## config.mk

```make
export PLATFORM = sky130hd
export DESIGN_NAME = frame_animation_sequencer
export DESIGN_NICKNAME = d
export VERILOG_FILES = /design/src/sv/fas_pkg.sv /design/src/sv/frame_animation_sequencer.sv /design/src/sv/fas_seq_mem.sv /design/src/sv/fas_alu.sv
export SDC_FILE = /design/constraint.sdc
export NUM_CORES = 2
export LEC_CHECK = 0
export BUFFER_PORTS_ARGS = -buffer_cell sky130_fd_sc_hd__buf_2
export CAP_MARGIN = 20
export CORE_UTILIZATION = 30
export CTS_BUF_LIST = sky130_fd_sc_hd__clkbuf_4
export DETAILED_ROUTE_END_ITERATION = 12
export PLACE_DENSITY = 0.51
export SYNTH_ARGS = -nofsm -noshare
export SYNTH_HDL_FRONTEND = slang
export SYNTH_SLANG_ARGS = --single-unit
```

## constraint.sdc

```tcl
create_clock -name clk -period 11.8 [get_ports clk]
set_input_delay 2.36 -clock clk [delete_from_list [all_inputs] [get_ports clk]]
set_output_delay 2.36 -clock clk [all_outputs]
set_load 0.02 [all_outputs]
```

## src/sv/fas_pkg.sv

```systemverilog
// Shared field widths, types, opcodes, mode codes and register indexes of the frame animation sequencer.
package fas_pkg;

	localparam int OPCODE_W   = 3;
	localparam int TIME_W     = 16;
	localparam int EPOS_W     = 6;
	localparam int FRAME_W    = 8;
	localparam int DWELL_IN_W = 16;
	localparam int ADV_W      = 8;
	localparam int ACC_W      = 32;
	localparam int MODE_W     = 2;
	localparam int GAIN_W     = 10;
	localparam int SLEN_W     = 7;
	localparam int CFG_IDX_W  = 2;
	localparam int CFG_DATA_W = 10;
	localparam int GAIN_FRAC  = 8;

	typedef logic [OPCODE_W-1:0]   opcode_t;
	typedef logic [TIME_W-1:0]     dtime_t;
	typedef logic [EPOS_W-1:0]     epos_t;
	typedef logic [FRAME_W-1:0]    frame_t;
	typedef logic [DWELL_IN_W-1:0] dwell_in_t;
	typedef logic [ADV_W-1:0]      adv_t;
	typedef logic [CFG_IDX_W-1:0]  cfg_idx_t;
	typedef logic [CFG_DATA_W-1:0] cfg_data_t;

	localparam opcode_t OP_TICK   = 3'd0;
	localparam opcode_t OP_RESUME = 3'd1;
	localparam opcode_t OP_PAUSE  = 3'd2;
	localparam opcode_t OP_RESET  = 3'd3;
	localparam opcode_t OP_APPLY  = 3'd4;
	localparam opcode_t OP_LOAD   = 3'd5;

	localparam logic [MODE_W-1:0] MODE_FWD  = 2'd0;
	localparam logic [MODE_W-1:0] MODE_BWD  = 2'd1;
	localparam logic [MODE_W-1:0] MODE_LOOP = 2'd2;
	localparam logic [MODE_W-1:0] MODE_PP   = 2'd3;

	localparam cfg_idx_t CFG_MODE = 2'd0;
	localparam cfg_idx_t CFG_GAIN = 2'd1;
	localparam cfg_idx_t CFG_LEN  = 2'd2;

	localparam logic [GAIN_W-1:0] GAIN_RESET = 10'd256;
	localparam adv_t              ADV_MAX    = 8'd255;

endpackage

```

## src/sv/frame_animation_sequencer.sv

```systemverilog
// Frame animation sequencer top level: command sequencer, dwell walk and cycle skip.
// A command other than a tick passes through the execute, wait and output states, and the
// output state holds until the result register is free. A tick walks one frame advance per
// pass through the wait and walk states; once the walk repeats a full cycle, the rest is
// skipped by a remainder division, a multiply and a sum. One item is in flight at a time.
// Reset: configuration to defaults, position 0, paused; store contents undefined until loaded.
module frame_animation_sequencer #(
	parameter int SEQ_DEPTH  = 64,
	parameter int DWELL_BITS = 16
) (
	input  logic               clk,
	input  logic               arst_n,
	input  logic               cfg_valid,
	output logic               cfg_ready,
	input  fas_pkg::cfg_idx_t  cfg_index,
	input  fas_pkg::cfg_data_t cfg_data,
	input  logic               item_valid,
	output logic               item_stall,
	input  fas_pkg::opcode_t   opcode,
	input  fas_pkg::dtime_t    delta_time,
	input  fas_pkg::epos_t     entry_pos,
	input  fas_pkg::frame_t    entry_frame,
	input  fas_pkg::dwell_in_t entry_dwell,
	output logic               result_valid,
	input  logic               result_stall,
	output fas_pkg::epos_t     position,
	output fas_pkg::frame_t    frame_number,
	output fas_pkg::adv_t      advances,
	output logic               finished,
	output logic               is_paused
);

	import fas_pkg::*;

	// Position can reach SEQ_DEPTH itself, one step past the last entry.
	localparam int POS_W     = $clog2(SEQ_DEPTH + 1);
	localparam int IDX_W     = $clog2(SEQ_DEPTH);
	localparam int MEM_W     = FRAME_W + DWELL_BITS;
	// A cycle visits at most two states per position, which bounds its length and dwell sum.
	localparam int CL_W      = POS_W + 1;
	localparam int CS_W      = DWELL_BITS + POS_W + 1;
	localparam int STEP_LIM  = 2 * SEQ_DEPTH + 2;
	localparam int STEP_W    = $clog2(STEP_LIM + 1);
	localparam int SUB_W     = (CS_W + 1 > ACC_W) ? CS_W + 1 : ACC_W;
	localparam int TG_W      = TIME_W + GAIN_W;
	localparam int PROD_W    = ADV_W + CL_W;
	localparam int DIV_CNT_W = $clog2(ACC_W);

	localparam logic [DIV_CNT_W-1:0] DIV_LAST = DIV_CNT_W'(ACC_W - 1);

	typedef enum logic [2:0] {
		ST_IDLE,
		ST_EXEC,
		ST_WAIT,
		ST_WALK,
		ST_DIV,
		ST_MUL,
		ST_SUM,
		ST_OUT
	} state_t;

	state_t                 state_q;

	// Configuration registers.
	logic [MODE_W-1:0]      anim_mode_q;
	logic [GAIN_W-1:0]      speed_gain_q;
	logic [SLEN_W-1:0]      seq_length_q;

	// The accepted item.
	opcode_t                op_q;
	dtime_t                 delta_q;
	epos_t                  epos_q;
	frame_t                 eframe_q;
	logic [DWELL_BITS-1:0]  edwell_q;

	// Animation state.
	logic [ACC_W-1:0]       time_accum_q;
	logic [POS_W-1:0]       cur_pos_q;
	logic                   going_back_q;
	logic                   paused_q;
	adv_t                   adv_q;
	logic                   fin_q;

	// Cycle detection and cycle skip.
	logic [STEP_W-1:0]      steps_q;
	logic                   anchored_q;
	logic                   reduced_q;
	logic [POS_W-1:0]       anc_pos_q;
	logic                   anc_dir_q;
	logic [CS_W-1:0]        cyc_sum_q;
	logic [CL_W-1:0]        cyc_len_q;
	logic [CS_W:0]          rem_q;
	logic [DIV_CNT_W-1:0]   div_cnt_q;
	logic [PROD_W-1:0]      prod_q;
	logic                   big_q;

	// Result register.
	logic                   result_valid_q;
	epos_t                  position_q;
	frame_t                 frame_number_q;
	adv_t                   advances_q;
	logic                   finished_q;
	logic                   is_paused_q;

	logic [POS_W-1:0]       len_w;
	logic [POS_W-1:0]       len_m1;
	logic [POS_W-1:0]       nxt_pos;
	logic                   nxt_back;
	logic                   nxt_fin;
	logic                   adv_move;
	logic [TG_W-1:0]        gain_prod;
	logic [ACC_W:0]         acc_sum;
	logic [ACC_W-1:0]       acc_sat;
	logic [CS_W:0]          rem_sh;
	logic [SUB_W-1:0]       alu_a;
	logic [SUB_W-1:0]       alu_b;
	logic [SUB_W-1:0]       alu_diff;
	logic                   alu_ge;
	logic                   mem_we;
	logic [IDX_W-1:0]       mem_waddr;
	logic [MEM_W-1:0]       mem_wdata;
	logic [IDX_W-1:0]       mem_raddr;
	logic [MEM_W-1:0]       mem_rdata;
	frame_t                 rd_frame;
	logic [DWELL_BITS-1:0]  rd_dwell;
	logic [31:0]            epos_ext;
	logic [31:0]            dwell_ext;
	logic [31:0]            pos_ext;
	logic [STEP_W-1:0]      steps_nxt;
	logic [CS_W-1:0]        cyc_sum_nxt;
	logic [PROD_W:0]        adv_total;
	logic                   out_free;
	adv_t                   adv_inc;
	logic                   cyc_hit;

	// Handshakes: one item at a time, configuration only between items.
	assign item_stall = (state_q != ST_IDLE);
	assign cfg_ready  = (state_q == ST_IDLE);
	assign out_free   = ~result_valid_q | ~result_stall;

	// Effective length is the configured length clipped to the store depth.
	always_comb begin
		if (32'(seq_length_q) > 32'(SEQ_DEPTH)) begin
			len_w = POS_W'(SEQ_DEPTH);
		end else begin
			len_w = POS_W'(seq_length_q);
		end
	end
	assign len_m1 = len_w - POS_W'(1);

	// One frame advance under the mode rules. Ping-pong turns at either end, loop wraps at
	// the last entry, forward and backward finish at their own end. A step back from
	// position zero stays at zero, which keeps a one-entry backward sequence looping.
	always_comb begin
		nxt_pos  = cur_pos_q;
		nxt_back = going_back_q;
		nxt_fin  = 1'b0;
		adv_move = 1'b1;
		if (cur_pos_q == len_m1) begin
			if (anim_mode_q == MODE_PP) begin
				nxt_back = 1'b1;
			end else if (anim_mode_q == MODE_LOOP) begin
				nxt_pos  = '0;
				adv_move = 1'b0;
			end else if (anim_mode_q == MODE_FWD) begin
				nxt_fin  = 1'b1;
				adv_move = 1'b0;
			end
		end else if (cur_pos_q == '0) begin
			if (anim_mode_q == MODE_PP) begin
				nxt_back = 1'b0;
			end else if (anim_mode_q == MODE_BWD) begin
				nxt_fin  = 1'b1;
				adv_move = 1'b0;
			end
		end
		if (adv_move) begin
			if (!nxt_back) begin
				nxt_pos = cur_pos_q + POS_W'(1);
			end else if (cur_pos_q != '0) begin
				nxt_pos = cur_pos_q - POS_W'(1);
			end
		end
	end

	// Tick scaling: Q2.8 gain, truncated, with a saturating add into the accumulator.
	assign gain_prod = TG_W'(delta_q) * TG_W'(speed_gain_q);
	assign acc_sum   = {1'b0, time_accum_q} + (ACC_W + 1)'(gain_prod[TG_W-1:GAIN_FRAC]);
	assign acc_sat   = acc_sum[ACC_W] ? '1 : acc_sum[ACC_W-1:0];

	// The divider shifts the dividend out of the top of the accumulator and the quotient
	// into its bottom, so the accumulator holds the quotient after the last step.
	assign rem_sh = {rem_q[CS_W-1:0], time_accum_q[ACC_W-1]};

	always_comb begin
		if (state_q == ST_DIV) begin
			alu_a = SUB_W'(rem_sh);
			alu_b = SUB_W'(cyc_sum_q);
		end else begin
			alu_a = SUB_W'(time_accum_q);
			alu_b = SUB_W'(rd_dwell);
		end
	end

	fas_alu #(
		.W(SUB_W)
	) u_alu (
		.a   (alu_a),
		.b   (alu_b),
		.diff(alu_diff),
		.ge  (alu_ge)
	);

	// Sequence store. The read port follows the current position every cycle.
	assign epos_ext  = 32'(epos_q);
	assign dwell_ext = 32'(entry_dwell);
	assign pos_ext   = 32'(cur_pos_q);
	assign mem_we    = (state_q == ST_EXEC) && (op_q == OP_LOAD) && (epos_ext < 32'(SEQ_DEPTH));
	assign mem_waddr = epos_ext[IDX_W-1:0];
	assign mem_wdata = {eframe_q, edwell_q};
	assign mem_raddr = cur_pos_q[IDX_W-1:0];
	assign rd_frame  = mem_rdata[MEM_W-1 -: FRAME_W];
	assign rd_dwell  = mem_rdata[DWELL_BITS-1:0];

	fas_seq_mem #(
		.DEPTH(SEQ_DEPTH),
		.AW   (IDX_W),
		.DW   (MEM_W)
	) u_mem (
		.clk  (clk),
		.we   (mem_we),
		.waddr(mem_waddr),
		.wdata(mem_wdata),
		.raddr(mem_raddr),
		.rdata(mem_rdata)
	);

	assign steps_nxt   = steps_q + STEP_W'(1);
	assign cyc_sum_nxt = cyc_sum_q + CS_W'(rd_dwell);
	assign adv_total   = (PROD_W + 1)'(adv_q) + (PROD_W + 1)'(prod_q);
	assign adv_inc     = (adv_q == ADV_MAX) ? ADV_MAX : adv_q + ADV_W'(1);

	// An advance that brings an anchored walk back to its anchor starts the cycle skip.
	assign cyc_hit = anchored_q && !reduced_q && !nxt_fin &&
		(nxt_pos == anc_pos_q) && (nxt_back == anc_dir_q);

	always_ff @(posedge clk or negedge arst_n) begin
		if (!arst_n) begin
			state_q        <= ST_IDLE;
			anim_mode_q    <= MODE_FWD;
			speed_gain_q   <= GAIN_RESET;
			seq_length_q   <= '0;
			op_q           <= OP_TICK;
			delta_q        <= '0;
			epos_q         <= '0;
			eframe_q       <= '0;
			edwell_q       <= '0;
			time_accum_q   <= '0;
			cur_pos_q      <= '0;
			going_back_q   <= 1'b0;
			paused_q       <= 1'b1;
			adv_q          <= '0;
			fin_q          <= 1'b0;
			steps_q        <= '0;
			anchored_q     <= 1'b0;
			reduced_q      <= 1'b0;
			anc_pos_q      <= '0;
			anc_dir_q      <= 1'b0;
			cyc_sum_q      <= '0;
			cyc_len_q      <= '0;
			rem_q          <= '0;
			div_cnt_q      <= '0;
			prod_q         <= '0;
			big_q          <= 1'b0;
			result_valid_q <= 1'b0;
			position_q     <= '0;
			frame_number_q <= '0;
			advances_q     <= '0;
			finished_q     <= 1'b0;
			is_paused_q    <= 1'b1;
		end else begin
			// The result register drains independently of the sequencer, unless a new
			// result beat replaces the departing one in the same cycle.
			if (result_valid_q && !result_stall && state_q != ST_OUT) begin
				result_valid_q <= 1'b0;
			end

			unique case (state_q)
				ST_IDLE: begin
					if (cfg_valid) begin
						unique case (cfg_index)
							CFG_MODE: anim_mode_q  <= cfg_data[MODE_W-1:0];
							CFG_GAIN: speed_gain_q <= cfg_data[GAIN_W-1:0];
							CFG_LEN:  seq_length_q <= cfg_data[SLEN_W-1:0];
							default: ;
						endcase
					end
					if (item_valid) begin
						op_q       <= opcode;
						delta_q    <= delta_time;
						epos_q     <= entry_pos;
						eframe_q   <= entry_frame;
						edwell_q   <= dwell_ext[DWELL_BITS-1:0];
						adv_q      <= '0;
						fin_q      <= 1'b0;
						steps_q    <= '0;
						anchored_q <= 1'b0;
						reduced_q  <= 1'b0;
						state_q    <= ST_EXEC;
					end
				end

				ST_EXEC: begin
					unique case (op_q)
						OP_TICK: begin
							if (!paused_q) begin
								time_accum_q <= acc_sat;
							end
						end
						OP_RESUME: paused_q <= 1'b0;
						OP_PAUSE:  paused_q <= 1'b1;
						OP_RESET: begin
							cur_pos_q    <= '0;
							time_accum_q <= '0;
							paused_q     <= 1'b1;
							fin_q        <= 1'b1;
						end
						OP_APPLY: begin
							// An empty sequence ignores it; ping-pong keeps its place.
							if (len_w != '0) begin
								if (anim_mode_q == MODE_FWD || anim_mode_q == MODE_LOOP) begin
									going_back_q <= 1'b0;
									cur_pos_q    <= '0;
								end else if (anim_mode_q == MODE_BWD) begin
									going_back_q <= 1'b1;
									cur_pos_q    <= len_m1;
								end
							end
						end
						default: ;
					endcase
					state_q <= ST_WAIT;
				end

				ST_WAIT: begin
					// The wait lets the store's registered read port follow the position.
					state_q <= (op_q == OP_TICK) ? ST_WALK : ST_OUT;
				end

				ST_WALK: begin
					if (time_accum_q == '0 || paused_q) begin
						state_q <= ST_OUT;
					end else if (len_w == '0 || cur_pos_q >= len_w) begin
						// Empty sequence, or the position ran off the end.
						time_accum_q <= '0;
						paused_q     <= 1'b1;
						fin_q        <= 1'b1;
						state_q      <= ST_OUT;
					end else if (rd_dwell == '0 || !alu_ge) begin
						// A zero dwell stalls; otherwise the time does not yet cover it.
						state_q <= ST_OUT;
					end else begin
						// Finishing drops whatever time is left.
						time_accum_q <= nxt_fin ? '0 : alu_diff[ACC_W-1:0];
						cur_pos_q    <= nxt_pos;
						going_back_q <= nxt_back;
						adv_q        <= adv_inc;
						state_q      <= cyc_hit ? ST_DIV : ST_WAIT;
						if (nxt_fin) begin
							paused_q <= 1'b1;
							fin_q    <= 1'b1;
						end else if (!reduced_q) begin
							if (anchored_q) begin
								cyc_sum_q <= cyc_sum_nxt;
								cyc_len_q <= cyc_len_q + CL_W'(1);
								if (cyc_hit) begin
									// Back at the anchor: skip all whole cycles left.
									rem_q     <= '0;
									div_cnt_q <= '0;
								end
							end else begin
								steps_q <= steps_nxt;
								if (32'(steps_nxt) >= STEP_LIM) begin
									anchored_q <= 1'b1;
									anc_pos_q  <= nxt_pos;
									anc_dir_q  <= nxt_back;
									cyc_sum_q  <= '0;
									cyc_len_q  <= '0;
								end
							end
						end
					end
				end

				ST_DIV: begin
					// Restoring division, one quotient bit a cycle.
					if (alu_ge) begin
						rem_q <= alu_diff[CS_W:0];
					end else begin
						rem_q <= rem_sh;
					end
					time_accum_q <= {time_accum_q[ACC_W-2:0], alu_ge};
					div_cnt_q    <= div_cnt_q + DIV_CNT_W'(1);
					if (div_cnt_q == DIV_LAST) begin
						state_q <= ST_MUL;
					end
				end

				ST_MUL: begin
					prod_q       <= PROD_W'(time_accum_q[ADV_W-1:0]) * PROD_W'(cyc_len_q);
					big_q        <= |time_accum_q[ACC_W-1:ADV_W];
					time_accum_q <= ACC_W'(rem_q);
					state_q      <= ST_SUM;
				end

				ST_SUM: begin
					if (big_q || adv_total > (PROD_W + 1)'(ADV_MAX)) begin
						adv_q <= ADV_MAX;
					end else begin
						adv_q <= adv_total[ADV_W-1:0];
					end
					reduced_q <= 1'b1;
					state_q   <= ST_WAIT;
				end

				ST_OUT: begin
					if (out_free) begin
						result_valid_q <= 1'b1;
						position_q     <= pos_ext[EPOS_W-1:0];
						frame_number_q <= (pos_ext < 32'(SEQ_DEPTH)) ? rd_frame : '0;
						advances_q     <= adv_q;
						finished_q     <= fin_q;
						is_paused_q    <= paused_q;
						state_q        <= ST_IDLE;
					end
				end

				default: state_q <= ST_IDLE;
			endcase
		end
	end

	assign result_valid = result_valid_q;
	assign position     = position_q;
	assign frame_number = frame_number_q;
	assign advances     = advances_q;
	assign finished     = finished_q;
	assign is_paused    = is_paused_q;

	// The position never runs more than one step past the last store entry.
	a_pos_range: assert property (@(posedge clk) disable iff (!arst_n)
		cur_pos_q <= POS_W'(SEQ_DEPTH))
		else $error("position beyond store depth");

	// Finishing always empties the accumulator and pauses, for the rest of the item.
	a_fin_state: assert property (@(posedge clk) disable iff (!arst_n)
		fin_q |-> (time_accum_q == '0 && paused_q))
		else $error("finished without cleared accumulator and pause");

	// The cycle skip only runs once per tick, on a measured non-empty cycle.
	a_div_ctx: assert property (@(posedge clk) disable iff (!arst_n)
		(state_q == ST_DIV) |-> (anchored_q && !reduced_q && cyc_len_q != '0))
		else $error("cycle skip outside an anchored walk");

	// A free result register takes the result and the sequencer returns to idle.
	a_out_load: assert property (@(posedge clk) disable iff (!arst_n)
		(state_q == ST_OUT && out_free) |=> (result_valid_q && state_q == ST_IDLE))
		else $error("result beat not presented");

endmodule

```

## src/sv/fas_seq_mem.sv

```systemverilog
// Sequence entry store: one write port and one registered read port.
module fas_seq_mem #(
	parameter int DEPTH = 64,
	parameter int AW    = 6,
	parameter int DW    = 24
) (
	input  logic          clk,
	input  logic          we,
	input  logic [AW-1:0] waddr,
	input  logic [DW-1:0] wdata,
	input  logic [AW-1:0] raddr,
	output logic [DW-1:0] rdata
);

	logic [DW-1:0] mem_q [DEPTH];
	logic [DW-1:0] rdata_q;

	always_ff @(posedge clk) begin
		if (we) begin
			mem_q[waddr] <= wdata;
		end
	end

	always_ff @(posedge clk) begin
		rdata_q <= mem_q[raddr];
	end

	assign rdata = rdata_q;

endmodule

```

## src/sv/fas_alu.sv

```systemverilog
// Shared subtract and compare unit used by the dwell walk and the remainder divider.
module fas_alu #(
	parameter int W = 32
) (
	input  logic [W-1:0] a,
	input  logic [W-1:0] b,
	output logic [W-1:0] diff,
	output logic         ge
);

	logic [W:0] wide;

	// The borrow out of the widened subtraction tells whether a covers b.
	assign wide = {1'b0, a} - {1'b0, b};
	assign diff = wide[W-1:0];
	assign ge   = ~wide[W];

endmodule

```

Word level (Yosys, flattened, before mapping). Memory sizes are Yosys's and may differ from the RTL's. A register that Yosys moved wholly into a read port is not among the register bits. Index checks and enable logic that the tools add are counted.

Flip-flop bits (word level): 243. RAM bits: 1536. Input port bits: 66. Output and inout bits: 27. Word-level logic and storage cells: 283. Memories: 1.

Add/subtract/negate cells: 11. $mul: 2. Order comparisons: 6. Equal/unequal tests: 46. Mux-type cells: 119. Bitwise gates (word level): 10. Reduce and logical (&&, ||, !) cells: 56.

Memory list: u_mem.mem_q (words 64, width 24, rd ports 1, clocked after memory_dff 1, write ports 1, RTL line fas_seq_mem.sv:15) `logic [DW-1:0] mem_q [DEPTH];`.

Operator list (number): two-way mux 32 bit (7); two-way mux 25 bit (8); case mux 32 bit (4 select lines) (1); two-way mux 8 bit (15); two-way mux 7 bit (13); two-way mux 24 bit (3); case mux 32 bit (2 select lines) (1); case mux 25 bit (2 select lines) (1); two-way mux 1 bit (43); two-way mux 5 bit (7); adder 32 x 18 -> 33 bit (1); subtractor 32 x 24 -> 33 bit (1); zero test 32 bit (1); case mux 7 bit (2 select lines) (2); AND reduction 7 bit (4); multiplier 16 x 10 -> 26 bit (1); adder 24 x 16 -> 24 bit (1); adder 8 x 1 -> 8 bit (second input constant) (3); two-way mux 3 bit (8); case mux 8 bit (3 select lines) (1); AND reduction 8 bit (3); OR reduction 24 bit (1); case mux 3 bit (7 select lines) (1); equality test 3 bit (second input constant) (6); 47 further kinds (117).

Depth between registers and ports, before layout.
Depth in word-level cells: 19. Mapped depth: 36. Depth with buffers taken out: 33.

By module. From an unflattened synthesis, not the netlist that was laid out.

Cell total of the unflattened synthesis: 5400. Area total of the unflattened synthesis: 83094.7 um^2.

Modules (own cells, without submodules): fas_seq_mem (instances 1, cells each 2611, area an instance 59330.7 um^2, seq. area each 46604.7 um^2); frame_animation_sequencer (instances 1, cells each 2509, area an instance 21839.7 um^2, seq. area each 6084.6 um^2); fas_alu (instances 1, cells each 280, area an instance 1924.3 um^2, seq. area each 0.0 um^2).

Worst setup path before layout. OpenSTA, ideal clock, no wires.

Path type: flip-flop to flip-flop. From: register speed_gain_q[8]. To: register time_accum_q[19]. Library setup time: 104 ps. Arrival: 7143 ps. Required time: 11696 ps. Slack: 4553 ps. Cell stages (with the launch flop): 33. Path buffers: 1. Period minus slack after synthesis: 7247 ps. Cells stage by stage: dfstp_2 clkbuf_1 nand2_1 fa_1 fa_1 inv_1 fa_1 fa_1 inv_1 fa_1 inv_1 ha_1 a21o_1 a21oi_1 o32ai_1 o211a_1 nor2_1 a21oi_1 a21o_1 a21oi_1 nand2b_1 a21boi_0 ha_1 nand2_1 nor2_1 nand2_1 o211ai_1 nand3_1 or3_1 and2_1 a21oi_1 nor3b_1 a221oi_1.

Word-level cells in the longest chain between the ends: 6.

RTL lines: start, declared (RTL line frame_animation_sequencer.sv:66) `logic [GAIN_W-1:0] speed_gain_q;`; start signal, assigned (RTL line frame_animation_sequencer.sv:293) `CFG_GAIN: speed_gain_q <= cfg_data[GAIN_W-1:0];`; multiplier 16 x 10 -> 26 bit (RTL line frame_animation_sequencer.sv:187) `assign gain_prod = TG_W'(delta_q) * TG_W'(speed_gain_q);`; adder 32 x 18 -> 33 bit (RTL line frame_animation_sequencer.sv:188) `assign acc_sum = {1'b0, time_accum_q} + (ACC_W + 1)'(gain_prod[TG_W-1:GAIN_FRAC]);`; two-way mux 32 bit (RTL line frame_animation_sequencer.sv:189) `assign acc_sat = acc_sum[ACC_W] ? '1 : acc_sum[ACC_W-1:0];`; two-way mux 32 bit (RTL line frame_animation_sequencer.sv:316) `if (!paused_q) begin`; case mux 32 bit (2 select lines) (RTL line frame_animation_sequencer.sv:314) `unique case (op_q)`; case mux 32 bit (4 select lines) (RTL line frame_animation_sequencer.sv:288) `unique case (state_q)`; end signal, assigned (RTL line frame_animation_sequencer.sv:317) `time_accum_q <= acc_sat;`; end signal, assigned (RTL line frame_animation_sequencer.sv:364) `time_accum_q <= nxt_fin ? '0 : alu_diff[ACC_W-1:0];`; end signal, assigned (RTL line frame_animation_sequencer.sv:402) `time_accum_q <= {time_accum_q[ACC_W-2:0], alu_ge};`; end, declared (RTL line frame_animation_sequencer.sv:77) `logic [ACC_W-1:0] time_accum_q;`.

No other way between the ends. The select of a mux whose other input is x is not followed. A chain may end at the register's enable or synchronous reset.

Worst setup path in the final report.
From: register speed_gain_q[1]. To: register time_accum_q[24].

Same word-level chain as after synthesis.

==> results.yml <==
timing:
  grt_setup_unrepaired: "no"
  tightest_slew_ps: 1150
  finalHoldViolations: 0
  final-max-slew-violation-count: 0
  fin_crit_sh_pct: 71.5
  setup-violations-final: 0
  fin_crit_ps: 8440
  fin_setup_tns_ps: 0
  relSlewSlack_pct: 23.1
  max_freq_mhz: 119
  skew_ps: 212
status:
  status: "complete, no violations"
floorplanning:
  rows: 191
  dieArea_mm2: 0.275
  ios: 93
  core_area_mm2: 0.271
  die_w_um: 525
  die_h_um: 525
  start_util_pct: 30.2
route:
  routed_wl_um: 229000
  vias: 47000
  ant_nets: 0
  wire_per_inst_um: 24.5
  drt_iter0_markers: 4364
  dr.pass1.iters: 10
  viasPerCell: 5.02
  remaining_drc_errors: 0
clocking:
  hold_buffers: 0
  root_buffer: "clkbuf_4"
  cts_made_buffers: 458
  clk_path_buf_depth: 4
  post_cts_buffers: 0
  clkTransAtPathRegs_ps: 60
  htree_num_levels: 5
  ctsResizeCount: 0
  cts.sinks: 1803
  cts_tree: "built"
  insertion_delay_ps: 1300
grt:
  grt_pass1_wl_um: 332000
  grt-ovfl-total: 0
  grt_pass1_vias: 48500
  grt_max_degree: 109
  antenna_found_initial: 23
  grt_usage_pct: 16.4
synthesis:
  yosysTopAreaCellShare_pct: 56.3
  synthFlopType: "edfxtp_1"
  synth_area_leaders: "edfxtp_1 (56%), mux4_2 (14%), dfrtp_1 (7.3%)"
  synthArstFlopShare_pct: 13.5
  syn_inst: 5052
  syn_area_mm2: 0.0820
  seq_area_frac_synth_pct: 64.3
  synth.distinct_cells: 82
  synth_edf_count: 1536
  ys_top_cells_by_count: "edfxtp_1 (1536), nand2_1 (509), mux4_2 (504)"
  syn_avg_cell_area_um2: 16.2
  yosys.area.top_type: "edfxtp_1"
  syn-num-nets: 5446
  ys_warn_count: 0
  synth-seq-cells: 1803
  post-synth-top-count-cell: "edfxtp_1"
layout:
  multi_input_area_mm2: 0.0279
  area_growth_pct: 14.3
  final_area_mm2: 0.0937
  fillers: 26100
  drive_gt1_share_pct: 27.4
  nNetsFinal: 5856
  ff_latch_area_mm2: 0.0527
critical_path:
  r2r_slack_ps: 3360
  regToRegStartpoint: "speed_gain_q[1]$_DFFE_PN0P_"
  cp-startpoint: "speed_gain_q[1]$_DFFE_PN0P_"
  worstPathRequired_ps: 12780
  endpoint_kind: "register"
  arrival_ps: 9420
  worst_path_max_delay_cell: "dfrtp_1"
  r2r_end: "time_accum_q[24]$_DFFE_PN0P_"
  reg2reg_depth: 31
  crit_type: "reg -> reg"
  max_stage_delay_ps: 730
  cp-endpoint: "time_accum_q[24]$_DFFE_PN0P_"
  startpoint_type: "register"
  crit_path_max_fanout: 20
pwr:
  powerDensity_mw_per_mm2: 265
  power_switching_mw: 9.88
  leakage_nw: 32.9
  clock_power_share_pct: 21.5
  combPwrFrac_pct: 43.0
  seqPwrFrac_pct: 35.4
  vdd_drop_max_uv: 537
  swShare_pct: 39.8
  power.internal_mw: 14.9
placed_design:
  globalplace.congestion: 0.832
  hpwl_um: 135000
  io_buffer_count: 92
  dpl_cell_area_mm2: 0.0874
run:
  drv_cap: 0
hold_path:
  min_path_cells: 2
  hp-class: "reg -> reg"
==> worst min-delay path by stage <==
| stage | slack (ps) | to | startpoint |
|---|---|---|---|
| after detailed placement | 450 | frame_number[0]$_DFFE_PN0P_ | u_mem.rdata[16]$_DFF_P_ |
| final | 460 | frame_number[1]$_DFFE_PN0P_ | u_mem.rdata[17]$_DFF_P_ |
| after floorplan | 430 | frame_number[0]$_DFFE_PN0P_ | u_mem.rdata[16]$_DFF_P_ |
| after CTS | 460 | frame_number[0]$_DFFE_PN0P_ | u_mem.rdata[16]$_DFF_P_ |
| after global routing | 490 | frame_number[0]$_DFFE_PN0P_ | u_mem.rdata[16]$_DFF_P_ |
| after global placement | 450 | frame_number[1]$_DFFE_PN0P_ | u_mem.rdata[17]$_DFF_P_ |
==> stage by stage <==
step	hold WS, ps	setup slack [ps]	total power, mW	instances	utilization (%)
3_3_place_gp	450	3440	19.5	8541	32.1
6_report	455	3360	24.8	9357	34.5
5_1_grt	492	2770	26.4	9356	34.5
3_5_place_dp	449	3390	19.6	8552	32.2
2_1_floorplan	431	4550	15.9	5052	-
4_1_cts	457	3290	25.0	9332	34.4
==> state kept, by name, indices dropped and copies added (netlist names), 8 cells and up <==
register,flops
u_mem.mem_q,1536
speed_gain_q,10
rem_q,25
cyc_sum_q,24
frame_number,8
adv_q,8
cyc_len_q,8
edwell_q,16
time_accum_q,32
eframe_q,8
steps_q,8
u_mem.rdata,24
advances,8
delta_q,16
prod_q,16
==> kinds of logic after synthesis <==
kind of cell             Yosys count  synth area share (%)
buffers and inverters            495                  2.28
flip-flops                      1803                  64.3
adder cells (fa/ha/maj)          328                  6.37
multiplexers                     573                  14.7
AO/OA/AOI/OAI                    576                  4.57
XOR/XNOR                         108                  1.19
AND/OR/NAND/NOR                 1169                  6.58
==> cell usage in the layout (no fill, tap or decap), types with 15 or more instances in the layout <==
cell type / Yosys / layout
a21o_1: 43 / 43
clkinv_1: 0 / 62
or3_1: 26 / 26
xnor2_1: 73 / 73
a21oi_1: 123 / 123
o21ai_0: 143 / 143
a211oi_1: 22 / 22
and2_1: 121 / 120
nor2b_1: 22 / 21
o31ai_1: 26 / 26
xor2_1: 33 / 33
a222oi_1: 19 / 19
edfxtp_1: 1536 / 1536
ha_1: 179 / 179
buf_16: 0 / 15
buf_12: 0 / 16
fa_1: 149 / 149
nor3_1: 54 / 54
nand4_1: 17 / 17
nand2b_1: 33 / 31
and3_1: 31 / 31
o21a_1: 26 / 26
nand2_1: 509 / 508
nor2_1: 243 / 178
buf_2: 5 / 92
clkbuf_4: 0 / 692
buf_4: 1 / 91
mux4_2: 504 / 504
a31oi_1: 44 / 44
mux2i_1: 38 / 38
nand3_1: 58 / 58
mux2_2: 30 / 30
dfrtp_1: 240 / 212
nor2_4: 0 / 64
dfrtp_2: 0 / 25
dfxtp_1: 24 / 24
inv_1: 228 / 227
==> metal layers <==
layer / routed length (µm) / share of wire (%) / global-route usage (%) / vias to the layer above
li1: - / - / - / 20600
met1: 98200 / 43 / 21.8 / 24600
met2: 110000 / 48 / 26.6 / 1452
met3: 15000 / 6.6 / 3.74 / 386
met4: 6020 / 2.6 / 5.21 / 10
met5: 60 / 0.026 / 0 / -
==> critical path, delay by kind of cell, from the launching register on <==
family | cells | cell delay [ps]
compound gates | 10 | 2610
xor+xnor | 1 | 230
fa+ha+maj | 7 | 3150
buf+inv | 6 | 460
flops | 1 | 730
simple gates | 7 | 1110
==> layout make-up <==
| class | instances | share of cell area, % |
|---|---|---|
| Timing Repair Buffer | 215 | 2.02 |
| Clock inverter | 88 | 0.606 |
| Clock buffer | 692 | 5.55 |
| Inverter | 230 | 0.930 |
| Antenna cell | 5 | 0.0134 |
| Tap cell | 3570 | 4.77 |
| Multi-Input combinational cell | 2754 | 29.8 |
| Sequential cell | 1803 | 56.3 |
==> power groups by stage <==
stage / sequential (mW) / combinational, mW / clock, mW
global route: 8.85 / 11.7 / 5.83
global placement: 8.94 / 10.5 / 0
CTS: 8.81 / 10.7 / 5.51
detailed placement: 8.95 / 10.6 / 0
floorplan: 8.80 / 7.08 / 0
finish: 8.79 / 10.7 / 5.34
No activity file was read; power rests on OpenSTA's default activity.
